## config.mk

```make
export PLATFORM = sky130hd
export DESIGN_NAME = cdf_mul
export DESIGN_NICKNAME = d
export VERILOG_FILES = /design/src/hw/rtl/cdf_pkg.sv /design/src/hw/rtl/cdf_mul.sv
export SDC_FILE = /design/constraint.sdc
export NUM_CORES = 2
export LEC_CHECK = 0
export BUFFER_PORTS_ARGS = -buffer_cell sky130_fd_sc_hd__clkbuf_2
export CAP_MARGIN = 25
export CORE_ASPECT_RATIO = 1.4
export CORE_MARGIN = 2
export CORE_UTILIZATION = 35
export CTS_CLUSTER_SIZE = 14
export DETAILED_ROUTE_END_ITERATION = 10
export HOLD_SLACK_MARGIN = 0.05
export SLEW_MARGIN = 20
export SYNTH_ARGS = -nofsm -noshare
export SYNTH_HDL_FRONTEND = slang
export SYNTH_SLANG_ARGS = --single-unit
export TNS_END_PERCENT = 100
```

## constraint.sdc

```tcl
create_clock -name i_clk -period 13.7 [get_ports i_clk]
set_input_delay 0 -clock i_clk [delete_from_list [all_inputs] [get_ports i_clk]]
set_output_delay 0 -clock i_clk [all_outputs]
set_load 0.005 [all_outputs]
```

## src/hw/rtl/cdf_pkg.sv

```systemverilog
// cdf_pkg: payload structs, sequencer states, unit request types and fixed-point
// constants for the critically damped follower. Depends on nothing.
package cdf_pkg;

    typedef struct packed {
        logic signed [31:0] current_value;
        logic signed [31:0] target_value;
        logic        [15:0] frame_time;
    } t_in;

    typedef struct packed {
        logic signed [31:0] new_value;
        logic signed [31:0] new_velocity;
    } t_out;

    typedef enum logic [3:0] {
        S_IDLE, S_OMEGA, S_ANGLE, S_X, S_X2, S_X3, S_C1, S_C2,
        S_EF, S_T1, S_T2, S_T3, S_V, S_VAL, S_WB
    } t_state;

    typedef struct packed {
        logic        start;
        logic [62:0] a;
        logic [33:0] b;
        logic        sh32;
    } t_mul_req;

    typedef struct packed {
        logic        done;
        logic [62:0] res;
    } t_mul_rsp;

    typedef struct packed {
        logic        start;
        logic [49:0] n;
        logic [49:0] d;
    } t_div_req;

    typedef struct packed {
        logic        done;
        logic [49:0] q;
    } t_div_rsp;

    localparam logic CFG_SMOOTH_TIME = 1'b0;
    localparam logic CFG_ANGLE_MODE  = 1'b1;

    localparam logic [23:0] ST_RESET = 24'd6554;
    localparam logic [33:0] C048     = 34'd31457;
    localparam logic [33:0] C0235    = 34'd15401;
    localparam logic signed [63:0] PI_Q = 64'sd205887;
    localparam logic [18:0] TWO_PI_Q = 19'd411775;
    // floor(2^32 / TWO_PI_Q), quotient estimate is exact or one too high
    localparam logic [33:0] RECIP_2PI = 34'd10430;
    localparam logic [62:0] UCAP = 63'h4000_0000_0000_0000;
    localparam logic signed [63:0] SLIM = 64'sh2000_0000_0000_0000;
    localparam int DIV_STEPS = 50;

    function automatic logic signed [63:0] f_sclamp(input logic signed [63:0] v);
        if (v > SLIM) return SLIM;
        if (v < -SLIM) return -SLIM;
        return v;
    endfunction

    function automatic logic signed [31:0] f_sat32(input logic signed [63:0] v);
        if (v > 64'sd2147483647) return 32'sh7FFF_FFFF;
        if (v < -64'sd2147483648) return 32'sh8000_0000;
        return v[31:0];
    endfunction

    function automatic logic [62:0] f_uadd(input logic [62:0] a, input logic [62:0] b);
        logic [63:0] s;
        s = 64'(a) + 64'(b);
        return (s > 64'(UCAP)) ? UCAP : s[62:0];
    endfunction

endpackage

```

## src/hw/rtl/cdf_mul.sv

```systemverilog
// cdf_mul: shared unsigned multiplier, 63 x 17 bits per cycle over two digits,
// with round half up, scaling by 2^16 or 2^32 and saturation. Uses cdf_pkg.
module cdf_mul import cdf_pkg::*; (
    input  logic     i_clk,
    input  logic     i_rst_n,
    input  t_mul_req i_req,
    output t_mul_rsp o_rsp
);
    logic [62:0] r_a;
    logic [33:0] r_b;
    logic        r_sh;
    logic [96:0] r_acc;
    logic [1:0]  r_cnt;
    logic        r_done;
    logic [62:0] r_res;

    logic [16:0] bsel;
    logic [79:0] pp;
    logic [96:0] half;
    logic [96:0] lim;
    logic [96:0] rnd;
    logic [96:0] shf;
    logic [62:0] res;

    always_comb begin
        bsel = (r_cnt == 2'd1) ? r_b[16:0] : r_b[33:17];
        pp   = 80'(r_a) * 80'(bsel);
        half = r_sh ? (97'(1) << 31) : (97'(1) << 15);
        lim  = (97'(1) << 64) - half;
        rnd  = r_acc + half;
        shf  = r_sh ? (rnd >> 32) : (rnd >> 16);
        if (r_acc >= lim) begin
            res = UCAP;
        end else if (shf > 97'(UCAP)) begin
            res = UCAP;
        end else begin
            res = shf[62:0];
        end
    end

    always_ff @(posedge i_clk) begin
        if (!i_rst_n) begin
            r_cnt  <= 2'd0;
            r_done <= 1'b0;
        end else begin
            r_done <= 1'b0;
            case (r_cnt)
                2'd0: begin
                    if (i_req.start) begin
                        r_cnt <= 2'd1;
                    end
                end
                2'd1: r_cnt <= 2'd2;
                2'd2: r_cnt <= 2'd3;
                default: begin
                    r_cnt  <= 2'd0;
                    r_done <= 1'b1;
                end
            endcase
        end
    end

    always_ff @(posedge i_clk) begin
        case (r_cnt)
            2'd0: begin
                if (i_req.start) begin
                    r_a  <= i_req.a;
                    r_b  <= i_req.b;
                    r_sh <= i_req.sh32;
                end
            end
            2'd1: r_acc <= 97'(pp);
            2'd2: r_acc <= r_acc + (97'(pp) << 17);
            default: r_res <= res;
        endcase
    end

    assign o_rsp.done = r_done;
    assign o_rsp.res  = r_res;

endmodule

```

==> impl_metrics.tcl <==
set metrics [dict create \
    outcome "finished, final reports clean" \
    cts_setup_buffers 0 \
    grt_pass1_vias 41559 \
    nets 6935 \
    routed_wl_microns 151000 \
    tritoncts.num_buffers 35 \
    fp.dieH_microns 451 \
    global_route_wire_length_before_repair_microns 236000 \
    clk_pin_slew_ns 0.06 \
    timing_hold_violations_final 0 \
    netlist_cell_types 85 \
    core_area_sq_um 142000 \
    worst_setup_path_end_kind "register" \
    grtUsageTotal_pct 20.9 \
    commonest_cells_in_the_synthesized_netlist "1,160 x inv_1, 940 x nand2_1, 915 x fa_1, 350 x and2_1, 270 x ha_1" \
    timing.critical_path.slowest_stage_cell "mux2_2" \
    critPathLaunch "r_cnt[1]" \
    syn_to_final_growth_pct 9.73 \
    place.detailed.hpwl_microns 116000 \
    synth-async-reset-ratio_pct 0 \
    met2_wirelength_microns 74800 \
    seq_area_frac_synth_pct 15.6 \
    synth_top_area_cell "fa_1" \
    wl_met1_microns 62400 \
    clkLatencyLatePin_ns 0.63 \
    clock_skew_ns 0.0468 \
    highest_layer "met4" \
    post_syn_area_sq_um 50000 \
    final-max-slew-violation-count 0 \
    clockRootBuffer "clkbuf_16" \
    timing.critical_path.fanout_max 34 \
    synth_warnings 0 \
    fp.dieW_microns 323 \
    drv.max_cap_violation_count 0 \
    cts-htree-levels 2 \
    timing.final.setup_violations 0 \
    synth_top_flop_cell "edfxtp_1" \
    tritoncts "yes" \
    synth.ff_latch_count 261 \
    layout-drive-gt1-share_pct 6.47 \
    criticalPathCategory "reg -> reg" \
    timing.critical_path.from_type "register" \
    endpoint "r_acc[95]" \
    numPortBuffers 164 \
    routed_via_density 5.09 \
    critical_path.reg2reg.endpoint "r_acc[95]" \
    max_slew_margin_pct 26.3 \
    ant_nets 0 \
    period_share_pct 84.7 \
    post_synth_main_area_contributors "fa_1 37%, edfxtp_1 15%, inv_1 8.7%, nand2_1 7.1%, ha_1 6.8%" \
    clock_sink_count 261 \
    detail_route.wl_per_cell_microns 19.9 \
    syn-instance-count 5574 \
    worst-r2r-cell-count 37 \
    post-synth-top-count-cell "inv_1" \
    initial_utilization_pct 35.2 \
    reg2reg_from "r_cnt[1]" \
    ios 165 \
    cp.arrival_ns 11.98 \
    critPathMaxStageDelay_ns 1.00 \
    synthesis.area_per_instance_sq_um 8.97 \
    post-route-min-period_ns 11.61 \
    timing.setup.tns_ns 0 \
    r2r_setup_slack_ns 2.09 \
    std_cell_rows 164 \
    detailedRoute.firstIterationViolations 2558 \
    worstHoldPathType "in -> reg" \
    rsz0062_at_grt "no" \
    worst_slew_pin_slew_ns 1.11 \
    synth_top_area_share_pct 36.6 \
    dr_total_vias 38594 \
    detail_route.drc_violations 0 \
    synth_edf_count 258 \
    grt_antenna_before_repair 2 \
    crit_path_most_repeated_cell "inv_1" \
    gp_routability_congestion 0.937 \
    fp.dieArea_sq_um 146000 \
    worst_ep_required_time_ns 14.07 \
    grt_start_max_net_pins 77 \
    first_pass_iters 5 \
    cts.path.max_buffers 3 \
    grt.overflow.total 0 \
    met3RoutedLength_microns 8590 \
    fmax_mhz 86.1 \
]
layout by cell type (no fill, tap or decap), types with 11 or more instances in the layout:
cell type      instances
o21bai_1              43
o21ai_0               92
nand3_1               58
edfxtp_1             258
nor4_1                23
inv_1               1160
nor2b_1               18
nand2b_1              13
mux2i_1               15
buf_4                 36
mux2_2                59
and3_1                35
a31oi_1               14
clkbuf_2             164
nor3_1                32
fa_1                 915
ha_1                 266
xor2_1                84
nand4_1               68
nor2_1               175
a21boi_0              11
and2_1               349
clkbuf_16             35
a21o_1               112
nand2_1              940
dlygate4sd3_1        114
conb_1                13
a211oi_1              45
o21a_1                21
xnor2_1              120
a21oi_1              203
worst max-delay path, delay by kind of cell, from the launching register on:
family	cells	cell delay [ns]
adders and majority gates	9	4.59
AOI/OAI and AO/OA	13	3.40
muxes	2	1.13
buffers and inverters	8	1.10
and+or+nand+nor	4	0.41
DFF	1	0.34
xor gates and xnor gates	1	0.33
routing by layer:
metal	track usage, %	vias to the layer above
met4	7.37	0
met1	26.4	19713
li1	-	17301
met5	0	-
met2	36.5	1272
met3	2.63	308
flip-flops by register name (all words and copies together) (netlist names):
name and cells:
r_res 63, r_sh 1, r_cnt 2, r_a 63, r_done 1, r_acc 97, r_b 34
worst min path at each step:
stage	startpoint	endpoint	slack, ns	cells past startpoint
floorplan	i_req[35]	r_a[0]	0.1	0
global placement	i_req[96]	r_a[61]	0.18	1
detailed placement	i_req[6]	r_b[5]	0.18	1
CTS	i_req[80]	r_a[45]	0.05	2
global route	i_req[88]	r_a[53]	0.08	2
finish	i_req[88]	r_a[53]	0.1	2
cells by family (layout without fill, tap and decap cells):
| group | count (synthesis) | count (layout) | share of synthesized area (%) |
|---|---|---|---|
| AOI/OAI and AO/OA | 644 | 644 | 8.50 |
| other | 1 | 14 | 0.00750 |
| and+or+nand+nor | 1754 | 1754 | 16.3 |
| xor gates and xnor gates | 204 | 204 | 3.57 |
| DFF | 261 | 261 | 15.6 |
| adders and majority gates | 1185 | 1185 | 43.4 |
| muxes | 75 | 75 | 1.65 |
| buffers and inverters | 1450 | 1539 | 10.9 |
what timing repair did:
action,CTS,global route
resized for setup,0,0
endpoints found under the hold margin,101,0
hold buffers,114,0
layout make-up:
type                            instances  area, sq um
Antenna cell                            1         2.50
Clock buffer                           37          883
Clock inverter                         26          345
Fill cell                           14256        87300
Inverter                             1160         4350
Multi-Input combinational cell       3875        36800
Sequential cell                       261         7810
Tap cell                             1909         2390
Timing Repair Buffer                  316         2270
stage by stage:
stage               instance area, sq um  util [%]  setup slack (ns)  instances  hold slack [ns]
finish                             54900      38.6              2.09       7585           0.0982
floorplan                          50100         -              3.49       5586           0.0989
global placement                   52500      36.9              2.14       7407            0.176
global route                       54900      38.6              1.54       7585           0.0769
CTS                                54900      38.6              2.11       7584           0.0547
detailed placement                 52500      36.9              2.10       7407            0.179
Power is not shown: default switching activity piles up to over one toggle a cycle in this logic, so the estimate is an artifact.
