===== src/hw/rtl/cdf_pkg.sv =====
// cdf_pkg: payload structs, sequencer states, unit request types and fixed-point
// constants for the critically damped follower. Depends on nothing.
package cdf_pkg;

    typedef struct packed {
        logic signed [31:0] current_value;
        logic signed [31:0] target_value;
        logic        [15:0] frame_time;
    } t_in;

    typedef struct packed {
        logic signed [31:0] new_value;
        logic signed [31:0] new_velocity;
    } t_out;

    typedef enum logic [3:0] {
        S_IDLE, S_OMEGA, S_ANGLE, S_X, S_X2, S_X3, S_C1, S_C2,
        S_EF, S_T1, S_T2, S_T3, S_V, S_VAL, S_WB
    } t_state;

    typedef struct packed {
        logic        start;
        logic [62:0] a;
        logic [33:0] b;
        logic        sh32;
    } t_mul_req;

    typedef struct packed {
        logic        done;
        logic [62:0] res;
    } t_mul_rsp;

    typedef struct packed {
        logic        start;
        logic [49:0] n;
        logic [49:0] d;
    } t_div_req;

    typedef struct packed {
        logic        done;
        logic [49:0] q;
    } t_div_rsp;

    localparam logic CFG_SMOOTH_TIME = 1'b0;
    localparam logic CFG_ANGLE_MODE  = 1'b1;

    localparam logic [23:0] ST_RESET = 24'd6554;
    localparam logic [33:0] C048     = 34'd31457;
    localparam logic [33:0] C0235    = 34'd15401;
    localparam logic signed [63:0] PI_Q = 64'sd205887;
    localparam logic [18:0] TWO_PI_Q = 19'd411775;
    // floor(2^32 / TWO_PI_Q), quotient estimate is exact or one too high
    localparam logic [33:0] RECIP_2PI = 34'd10430;
    localparam logic [62:0] UCAP = 63'h4000_0000_0000_0000;
    localparam logic signed [63:0] SLIM = 64'sh2000_0000_0000_0000;
    localparam int DIV_STEPS = 50;

    function automatic logic signed [63:0] f_sclamp(input logic signed [63:0] v);
        if (v > SLIM) return SLIM;
        if (v < -SLIM) return -SLIM;
        return v;
    endfunction

    function automatic logic signed [31:0] f_sat32(input logic signed [63:0] v);
        if (v > 64'sd2147483647) return 32'sh7FFF_FFFF;
        if (v < -64'sd2147483648) return 32'sh8000_0000;
        return v[31:0];
    endfunction

    function automatic logic [62:0] f_uadd(input logic [62:0] a, input logic [62:0] b);
        logic [63:0] s;
        s = 64'(a) + 64'(b);
        return (s > 64'(UCAP)) ? UCAP : s[62:0];
    endfunction

endpackage


===== src/hw/rtl/cdf_div.sv =====
// cdf_div: shared restoring divider, one quotient bit per cycle, 50-bit
// numerator and divisor, quotient out. Uses cdf_pkg.
module cdf_div import cdf_pkg::*; (
    input  logic     i_clk,
    input  logic     i_rst_n,
    input  t_div_req i_req,
    output t_div_rsp o_rsp
);
    logic [49:0] r_n;
    logic [49:0] r_d;
    logic [50:0] r_rem;
    logic [49:0] r_q;
    logic [5:0]  r_cnt;
    logic        r_done;

    logic [50:0] t;
    logic        ge;

    always_comb begin
        t  = {r_rem[49:0], r_n[49]};
        ge = t >= {1'b0, r_d};
    end

    always_ff @(posedge i_clk) begin
        if (!i_rst_n) begin
            r_cnt  <= '0;
            r_done <= 1'b0;
        end else begin
            r_done <= 1'b0;
            if (r_cnt == '0) begin
                if (i_req.start) begin
                    r_cnt <= 6'(DIV_STEPS);
                end
            end else begin
                r_cnt <= r_cnt - 6'd1;
                if (r_cnt == 6'd1) begin
                    r_done <= 1'b1;
                end
            end
        end
    end

    always_ff @(posedge i_clk) begin
        if (r_cnt == '0) begin
            if (i_req.start) begin
                r_n   <= i_req.n;
                r_d   <= i_req.d;
                r_rem <= '0;
                r_q   <= '0;
            end
        end else begin
            r_n   <= {r_n[48:0], 1'b0};
            r_rem <= ge ? (t - {1'b0, r_d}) : t;
            r_q   <= {r_q[48:0], ge};
        end
    end

    assign o_rsp.done = r_done;
    assign o_rsp.q    = r_q;

endmodule


===== config.mk =====
export PLATFORM = sky130hd
export DESIGN_NAME = cdf_div
export DESIGN_NICKNAME = d
export VERILOG_FILES = /design/src/hw/rtl/cdf_pkg.sv /design/src/hw/rtl/cdf_div.sv
export SDC_FILE = /design/constraint.sdc
export NUM_CORES = 1
export LEC_CHECK = 0
export BUFFER_PORTS_ARGS = -buffer_cell sky130_fd_sc_hd__buf_2
export CAP_MARGIN = 30
export CORE_ASPECT_RATIO = 1.25
export CORE_UTILIZATION = 60
export CTS_BUF_LIST = sky130_fd_sc_hd__clkbuf_4 sky130_fd_sc_hd__clkbuf_8
export CTS_CLUSTER_DIAMETER = 30
export CTS_CLUSTER_SIZE = 16
export DETAILED_ROUTE_END_ITERATION = 16
export PLACE_DENSITY = 0.83
export SLEW_MARGIN = 0
export SYNTH_ARGS = -nofsm -noshare
export SYNTH_HDL_FRONTEND = slang
export SYNTH_SLANG_ARGS = --single-unit

===== constraint.sdc =====
create_clock -name i_clk -period 7.05 [get_ports i_clk]
set_clock_uncertainty 0.15 [all_clocks]
set_input_delay 0 -clock i_clk [delete_from_list [all_inputs] [get_ports i_clk]]
set_output_delay 0 -clock i_clk [all_outputs]
set_load 0.02 [all_outputs]

==> metrics.txt <==
status completed; post-synthesis adder-cell area fraction 5.96%; Synth Register Bits 207; Critical R2R Capture r_rem[40]$_SDFFCE_PP0P_; main combinational cell family by area after synthesis simple AND/OR/NAND/NOR gates; initial antenna violation count 1; Post-synth ARST share 0%; leakage 6.25 nW; Post-DP Area 0.0121 mm²; Power Total 7.30 mW; number of global-route vias before repair 9224; IO Port Bufs 153; DRT Pass-1 Iters 5; CTS buffer count 37; drt via density 5.80; Compound-Gate Fraction of Synth Area 11.7%; crit path time final 4.30 ns; VDD IR-drop max 0.000301 V; setup TNS 0 ns; CTS sink count 207; Yosys top cell area share 53.1%; slew margin rel. 36.2%; Avg Inst Size Synth 10.8 µm²; largest cells by area after synthesis edfxtp_1 (53%), ha_1 (5.8%), nand2_1 (4.9%); ratio of final minimum period to clock period 61.0%; fin. max-slew vios 0; Synth Area in XOR/XNOR 3.66%; Worst EP required 7.16 ns; mux contribution to synthesized area 3.03%; first-pass GRT wire length 43800 µm; Top FF cell, synth edfxtp_1; post-synth cell types 69; post-DP HPWL 16100 µm; Synth top cells by count edfxtp_1 (199), nand2_1 (147), nor2_1 (76), inv_1 (63), nand3_1 (62); share of cells above drive strength 1 19.3%; CP max FO 37; Tot GR Track Use 28.0%; CP startpoint kind register; final WL 27500 µm; Power per Cell Area 523 mW/mm²; Total Nets Final 1451; Worst Path Buf+Inv 1; R2R depth 12; worst skew pair latency 0.55 ns; post-synthesis cell area 0.0113 mm²; CTS tree done; reg2reg start r_rem[1]$_SDFFCE_PP0P_; Max Clk Rate 0.233 GHz; CTS HTree Levels 2; total number of vias 9006; worst-margin pin slew 0.957 ns; Root Buffer clkbuf_8; pin count of the biggest net entering global routing 110; DIE AREA 0.0193 mm²; Die X 125 µm; sequential area share after synthesis 54.5%; Yosys warnings 0; HP Start i_req[36]; worst path cell trace ha_1, and3_1, a21boi_2, o211ai_1, a2111oi_2, o2111ai_1, nand2_1, a31o_4, a211o_2, buf_4, mux2i_1, nor2_1; Final Setup Violations 0; RSZ-0062 raised after global routing no; grt ovf 0; Area growth syn-to-layout 24.1%; Post-Synth Simple-Gate Area 16.6%; Die Span Y 155 µm; Final ANT Viol Nets 0; clock tree buffer depth 3; Post-CTS Setup Inserts 0; class of the most critical setup path reg2reg; Hold Crit Endpoint r_d[36]$_DFFE_PP_; core box area 0.0182 mm²; Final Hold Viols 0; Slowest-stage cell, CP a211o_2; total of max-cap violations 0; Hold Path Class in2reg; Cells after Synth 1046; worst hold path depth 2; syn nets 1202; clock-pin slew on the worst setup and hold paths 0.06 ns; DRC 0; Top delay family on crit path compound AO/OA/AOI/OAI gates; reg2reg setup slack 2.75 ns; FILL cells 1163; row count 55; Placer Congestion 0.909; number of flops mapped to enable cells by yosys 199; 1st-iter DRT viols 649; cell taking the most area after synthesis edfxtp_1; IO Count 154; Starting Density 61.7%; Crit path arrival time 4.41 ns; WL per Instance 17.7 µm; post-route cell area 0.0140 mm²; Worst Setup End Kind register; top-count cell post-synth edfxtp_1; slowest stage delay, CP 0.73 ns
cell usage in the layout, fill, tap and decap left out, types with 3 or more instances in the layout:
| cell type | instances |
|---|---|
| clkbuf_8 | 41 |
| nor2b_1 | 7 |
| and3_1 | 8 |
| o21a_1 | 5 |
| clkinv_2 | 6 |
| o21ai_0 | 31 |
| clkbuf_4 | 5 |
| dlygate4sd3_1 | 102 |
| o211ai_1 | 8 |
| and2_1 | 52 |
| nor3_1 | 10 |
| dfxtp_1 | 8 |
| a21o_1 | 19 |
| mux2i_1 | 33 |
| nor2_1 | 76 |
| buf_4 | 5 |
| ha_1 | 52 |
| xnor2_1 | 29 |
| inv_6 | 3 |
| xor2_1 | 18 |
| or2_2 | 3 |
| a211oi_2 | 11 |
| nand4_1 | 9 |
| nand3_1 | 62 |
| o21bai_1 | 8 |
| edfxtp_1 | 199 |
| a31oi_1 | 7 |
| clkinvlp_4 | 3 |
| buf_2 | 153 |
| a211oi_1 | 7 |
| a21oi_1 | 58 |
| o22ai_1 | 5 |
| clkinv_1 | 6 |
| inv_1 | 63 |
| nand2_1 | 146 |
| nand2b_1 | 4 |
| o31ai_1 | 4 |
what timing repair did:
action                                 in CTS  in global routing
resized for setup                           0                  0
endpoints found under the hold margin     107                  0
hold buffers                              102                  0
per-stage QoR:
step	hold WS (ns)	cells	worst slack, ns	utilization [%]
6_report	0.0191	1553	2.75	76.6
5_1_grt	0.0260	1553	2.38	76.6
4_1_cts	0.00448	1551	2.71	76.4
3_3_place_gp	0.0276	1379	2.92	66.3
2_1_floorplan	-0.0511	1046	1.91	-
3_5_place_dp	0.0281	1381	2.75	66.5
final cells by class:
type / count / area (µm²) / share of cell area [%]
Sequential cell: 207 / 6140 / 43.9
Multi-Input combinational cell: 723 / 4630 / 33.1
Timing Repair Buffer: 263 / 1900 / 13.6
Clock buffer: 46 / 602 / 4.31
Tap cell: 228 / 285 / 2.04
Inverter: 63 / 236 / 1.69
Clock inverter: 22 / 179 / 1.28
Antenna cell: 1 / 2.50 / 0.0179
worst max-delay path by stage:
stage | to | start | slack, ns | cells after the start
after detailed placement | r_rem[30]$_SDFFCE_PP0P_ | r_rem[1]$_SDFFCE_PP0P_ | 2.75 | 12
after global placement | r_rem[40]$_SDFFCE_PP0P_ | r_rem[1]$_SDFFCE_PP0P_ | 2.92 | 12
after global routing | r_rem[40]$_SDFFCE_PP0P_ | r_rem[1]$_SDFFCE_PP0P_ | 2.38 | 12
after CTS | r_rem[40]$_SDFFCE_PP0P_ | r_rem[1]$_SDFFCE_PP0P_ | 2.71 | 12
after floorplan | r_cnt[0]$_SDFFE_PN0P_ | r_cnt[0]$_SDFFE_PN0P_ | 1.91 | 6
final | r_rem[40]$_SDFFCE_PP0P_ | r_rem[1]$_SDFFCE_PP0P_ | 2.75 | 12
state kept, by name, summed over array words and instances (netlist names):
signal  count
r_q        50
r_done      1
r_n        50
r_cnt       6
r_rem      50
r_d        50
cells by family after synthesis:
kind of cell / Yosys count
adders and majority gates: 53
DFF: 207
and+or+nand+nor: 397
xor gates and xnor gates: 47
AOI/OAI and AO/OA: 192
muxes: 34
buffers and inverters: 116
where the power goes:
part           internal [mW]  switching, mW
Clock                  0.649          0.532
Sequential              2.14          0.234
Combinational           1.44           2.30
Total                   4.23           3.06
per-layer routing:
metal | vias to the layer above | share of wire (%) | GRT usage [%]
li1 | 4251 | - | -
met1 | 4285 | 39 | 33.0
met2 | 378 | 51 | 49.4
met3 | 92 | 6.6 | 5.88
met4 | 0 | 3.4 | 12.3
met5 | - | 0 | 0
No activity file was read; power rests on OpenSTA's default activity.
